$ cat src/design/svm_pkg.sv
// Package: shared constants, opcodes, event codes and control structs for the stack VM unit.
`default_nettype none
package svm_pkg;
    localparam int STACK_LIMIT_DEF   = 15;
    localparam int DATA_WORDS_DEF    = 256;
    localparam int PROGRAM_WORDS_DEF = 256;
    localparam logic [31:0] SYSCALL_PRINT   = 32'd1;
    localparam logic [31:0] SYSCALL_NEWLINE = 32'd4;

    typedef enum logic [3:0] {
        OP_PUSH = 4'd0, OP_POPR = 4'd1, OP_PUSR = 4'd2, OP_SCAL = 4'd3,
        OP_ADD = 4'd4, OP_SUB = 4'd5, OP_MUL = 4'd6, OP_DIV = 4'd7,
        OP_JUMP = 4'd8, OP_IFEQ = 4'd9, OP_IFNE = 4'd10, OP_INC = 4'd11,
        OP_DEC = 4'd12, OP_HALT = 4'd13, OP_FORE = 4'd14, OP_NOP = 4'd15
    } op_t;

    typedef enum logic [2:0] {
        EV_NONE = 3'd0, EV_PRINT = 3'd1, EV_NEWLINE = 3'd2, EV_DUMP = 3'd3,
        EV_HALTED = 3'd4
    } ev_t;

    typedef enum logic [2:0] {
        DC_IDLE = 3'd0, DC_LOAD = 3'd1, DC_CLEAR = 3'd2, DC_EXEC = 3'd3,
        DC_DIV = 3'd4, DC_FINISH = 3'd5, DC_DUMP = 3'd6
    } dp_cmd_t;

    typedef struct packed {
        logic    busy;
        dp_cmd_t op;
    } dp_ctrl_t;

    typedef struct packed {
        logic clear_done;
        logic div_done;
        logic dump_done;
        logic halted;
    } dp_stat_t;
endpackage
`default_nettype wire

$ cat src/design/svm_ctrl.sv
// Controller: sequences clearing, execute, load, divide, dump and result handshake.
`default_nettype none
module svm_ctrl (
    input  wire logic              aclk,
    input  wire logic              aresetn,
    input  wire logic              s_tvalid,
    output logic                   s_tready,
    output logic                   m_tvalid,
    input  wire logic              m_tready,
    input  wire logic [3:0]        kind,
    input  wire svm_pkg::dp_stat_t stat,
    output svm_pkg::dp_cmd_t       cmd,
    output logic                   capture
);
    import svm_pkg::*;
    typedef enum logic [2:0] {
        S_CLEAR, S_IDLE, S_EXEC, S_LOAD, S_DIV, S_FIN, S_DUMP, S_OUT
    } state_t;
    state_t state_reg;
    logic dumping_reg, mv_reg;

    assign s_tready = (state_reg == S_IDLE) && !mv_reg;
    assign m_tvalid = mv_reg;
    assign capture = s_tvalid && s_tready;

    always_comb begin
        unique case (state_reg)
            S_CLEAR: cmd = DC_CLEAR;
            S_EXEC:  cmd = DC_EXEC;
            S_LOAD:  cmd = DC_LOAD;
            S_DIV:   cmd = DC_DIV;
            S_FIN:   cmd = DC_FINISH;
            S_DUMP:  cmd = (!mv_reg) ? DC_DUMP : DC_IDLE;
            default: cmd = DC_IDLE;
        endcase
    end

    always_ff @(posedge aclk) begin
        if (!aresetn) begin
            state_reg <= S_CLEAR;
            mv_reg <= 1'b0;
            dumping_reg <= 1'b0;
        end else begin
            if (mv_reg && m_tready) mv_reg <= 1'b0;
            unique case (state_reg)
                S_CLEAR: if (stat.clear_done) state_reg <= S_IDLE;
                S_IDLE: if (capture) state_reg <= S_EXEC;
                S_EXEC: begin
                    if (stat.halted) begin
                        mv_reg <= 1'b1; state_reg <= S_IDLE;
                    end else if (kind == OP_PUSR) state_reg <= S_LOAD;
                    else if (kind == OP_DIV) state_reg <= S_DIV;
                    else if (kind == OP_HALT) state_reg <= S_DUMP;
                    else begin mv_reg <= 1'b1; state_reg <= S_IDLE; end
                end
                S_LOAD: begin mv_reg <= 1'b1; state_reg <= S_IDLE; end
                S_DIV: if (stat.div_done) state_reg <= S_FIN;
                S_FIN: begin mv_reg <= 1'b1; state_reg <= S_IDLE; end
                S_DUMP: if (!mv_reg || m_tready) begin
                    if (!mv_reg) begin
                        mv_reg <= 1'b1;
                        dumping_reg <= !stat.dump_done;
                        if (stat.dump_done) state_reg <= S_OUT;
                    end
                end
                S_OUT: state_reg <= S_IDLE;
                default: state_reg <= S_IDLE;
            endcase
        end
    end

`ifndef SYNTHESIS
    a_no_accept_busy: assert property (@(posedge aclk) disable iff (!aresetn)
        m_tvalid |-> !s_tready) else $error("accept while result pending");
    a_exec_after: assert property (@(posedge aclk) disable iff (!aresetn)
        capture |=> state_reg == S_EXEC) else $error("exec skipped");
    a_dump_hold: assert property (@(posedge aclk) disable iff (!aresetn)
        (state_reg == S_DUMP && dumping_reg) |-> !s_tready) else $error("ready in dump");
`endif
endmodule
`default_nettype wire

$ cat config.mk
export PLATFORM = sky130hd
export DESIGN_NAME = svm_ctrl
export DESIGN_NICKNAME = d
export VERILOG_FILES = /design/src/design/svm_pkg.sv /design/src/design/svm_ctrl.sv
export SDC_FILE = /design/constraint.sdc
export NUM_CORES = 1
export LEC_CHECK = 0
export ABC_AREA = 1
export ABC_CLOCK_PERIOD_IN_PS = 1700
export BUFFER_PORTS_ARGS = -buffer_cell sky130_fd_sc_hd__buf_2
export CAP_MARGIN = 10
export CELL_PAD_IN_SITES_DETAIL_PLACEMENT = 1
export CELL_PAD_IN_SITES_GLOBAL_PLACEMENT = 1
export CORE_MARGIN = 10
export CORE_UTILIZATION = 29
export DETAILED_ROUTE_END_ITERATION = 10
export PLACE_DENSITY_LB_ADDON = 0.1
export SYNTH_ARGS = -nofsm -noshare
export SYNTH_HDL_FRONTEND = slang
export SYNTH_SLANG_ARGS = --single-unit
$ cat constraint.sdc
create_clock -name aclk -period 1.7 [get_ports aclk]
set_clock_uncertainty 0.1 [all_clocks]
set_input_delay 0.085 -clock aclk [delete_from_list [all_inputs] [get_ports aclk]]
set_output_delay 0.085 -clock aclk [all_outputs]
set_load 0.01 [all_outputs]
==> key figures <==
Run status
  – Status: finished, final reports clean

Layout
  – Area Growth Syn to Fin: 33.8%
  – Diode count: 0
  – Final core utilization: 0.421
  – Max reg flops: 3
  – Final net count: 115
  – Share of cells above drive strength 1: 0.267

Global routing
  – GRT overflow: 0
  – Pin count of the biggest net entering global routing: 13
  – Global Route Usage Sum: 0.0914
  – Antenna violations before repair: 0
  – Vias in the first global route: 594
  – First-pass GRT wire length: 2480 µm

Floorplanning
  – # rows: 13
  – Starting Density: 0.314
  – Die Height: 57.8 µm
  – Core area: 1320 µm²
  – Die Area: 3340 µm²
  – Die width: 57.8 µm
  – Ports: 18

Timing
  – Endpoints failing setup: 0
  – Period utilization: 0.871
  – Total negative slack: 0 ps
  – Post-route minimum period: 1480 ps
  – Count of pins over their slew limit: 0
  – Hold Fails Final Rpt: 0
  – Hold WS: 95.9 ps
  – Actual slew at the worst max-slew pin: 327 ps
  – Worst slew margin: 0.782
  – Fmax: 675 MHz
  – RSZ-0062 raised after global routing: false

Worst setup path
  – Data arrival, critical path: 1300 ps
  – Slowest CP cell: dfxtp_1
  – Worst reg2reg endpoint: state_reg[1]
  – Reg2Reg Setup Slack: 390 ps
  – Reg2reg start: state_reg[0]
  – Critical path cell sequence: buf_4 > nor2_2 > nand2_1 > nor3_1 > buf_2
  – Worst path top cell family by delay: simple AND/OR/NAND/NOR gates
  – Element type at the critical path end: output port
  – CP required: 1510 ps
  – Worst stage delay on the critical path: 290 ps
  – Worst setup SP type: flip-flop
  – Crit path buf inv count: 2
  – R2R depth: 8
  – Worst Path Max Fanout: 12
  – Setup CP Type: reg -> out

Clocking
  – Max H-tree Level: 1
  – Num CTS Buffers: 3
  – Clock-pin slew on the worst setup and hold paths: 40 ps
  – CTS tree: yes
  – Worst skew pair latency: 250 ps
  – Clk buf depth: 2
  – CTS Sinks: 4
  – Root Buffer: clkbuf_4

Drt
  – Metal-1 WL: 605 µm
  – Final ANT Viol Nets: 0
  – # DRC: 0
  – Drt wl/cell: 11.6 µm
  – First-pass iteration count of the detailed router: 4
  – Routed Wire Length: 1350 µm
  – Met3 routed WL: 97 µm
  – Max Used Layer: met4
  – Wire length on met2: 627 µm
  – Via count of the routed design: 548
  – Via density: 4.72
  – Detailed router's first-iteration violation count: 7

Synthesis
  – Synth Area in XOR/XNOR: 0
  – Post-Synth Adder-Cell Area: 0
  – Complex-gate fraction of the synthesized area: 0.0876
  – Synth warn: 0
  – Yosys top cell area share: 0.218
  – Sequential area share after synthesis: 0.193
  – FF+latch count, synth: 4
  – Largest family of logic cells by synthesized area: simple AND/OR/NAND/NOR gates
  – Post-Synthesis Cells: 80
  – Syn avg cell area: 5.18 µm²
  – Post-synth top area cell: nand2_1
  – Synth Area in Simple Gates: 0.553
  – Syn nets: 92
  – Top cells by area, synth: nand2_1 22%, dfxtp_1 19%, nor2_1 16%, inv_1 12%, nand3_1 3.6%
  – Multiplexer share of the synthesized area: 0
  – Cell area after synthesis: 414 µm²
  – Synth unique cells: 18

Place
  – DP HPWL: 1100 µm
  – PortBufs: 17
  – Placer Congestion: 0.784

Flow run
  – Max-Cap Viols: 0

Pwr
  – VDD IR-drop max: 328 µV
  – Leakage power: 0.335 nW
  – Pwr dens: 1060 nW/µm²

Min path
  – Hold EP: state_reg[2]
  – Worst min-delay path category: in -> reg
  – Hold Crit Start: stat[0]
  – Hold Path Stages: 4
==> synthesized netlist by cell type, drive strengths merged <==
cell type / instances
nand2: 26
nor2: 19
inv: 14
dfxtp: 4
nand3: 4
nor3: 3
a21oi: 2
nand4: 2
buf: 1
clkbuf: 1
o211ai: 1
o21a: 1
o21ai: 1
o22ai: 1
==> routing by layer <==
metal  vias to the layer above  global-route usage
met1                       241              0.0956
met3                         4              0.0392
met5                         -                   0
met2                        15               0.143
met4                         0              0.0671
li1                        288                   -
==> worst min-delay path, delay by kind of cell <==
kind / cells / cell delay, ps
buf+inv: 2 / 160
simple gates: 1 / 90
compound gates: 1 / 50
==> power by group <==
| part | leakage [nW] | switching [mW] | internal [mW] |
|---|---|---|---|
| combinational | 0.288 | 0.178 | 0.113 |
| sequential | 0.0330 | 0.0507 | 0.118 |
| clock | 0.0138 | 0.0460 | 0.0794 |
| total | 0.335 | 0.275 | 0.310 |
==> cell type report <==
cell class | count | area [µm²]
Clock buffer | 3 | 22.5
Multi-Input combinational cell | 60 | 268
Fill cell | 203 | 763
Timing Repair Buffer | 20 | 113
Inverter | 14 | 52.6
Tap cell | 15 | 18.8
Sequential cell | 4 | 80.1
==> how the worst max path moves through the flow <==
stage                       from           end  slack (ps)  depth (start not counted)
finish              state_reg[2]       capture         220                          5
floorplan               m_tvalid  state_reg[1]         540                          7
detailed placement  state_reg[2]  state_reg[0]         390                          7
CTS                 state_reg[2]       capture         130                          5
global route        state_reg[2]       capture          70                          5
global placement    state_reg[2]  state_reg[0]         420                          7
==> metrics by stage <==
step           instance area, µm²  power, mW  instances  setup WS [ps]
4_1_cts                       552      0.587        116            127
2_1_floorplan                 414      0.361         80            542
3_5_place_dp                  509      0.455        111            391
5_1_grt                       554      0.653        116           71.6
3_3_place_gp                  509      0.449        111            424
6_report                      554      0.585        116            219
==> cell families after synthesis <==
kind of cell | count (synthesis)
AOI/OAI and AO/OA | 6
buffers and inverters | 16
DFF | 4
and+or+nand+nor | 54
==> cells in the final DEF, fill, tap and decap left out <==
cell and instances:
o21ai_0 1, dfxtp_1 4, inv_1 13, clkbuf_4 3, nand2_2 2, a21oi_1 2
nor2_2 2, o211ai_1 1, buf_4 1, o22ai_1 1, nand2_1 24, nor2_1 17
dlygate4sd3_1 2, nand4_1 2, inv_2 1, o21a_1 1, nor3_1 3, nand3_1 3
nand3_2 1, buf_2 17
==> what timing repair did <==
action,CTS,global route
buffers inserted,0,0
hold buffers,2,0
resized for setup,0,1
setup endpoints to repair,0,1
endpoints found under the hold margin,3,0
No activity file was read; power rests on OpenSTA's default activity.
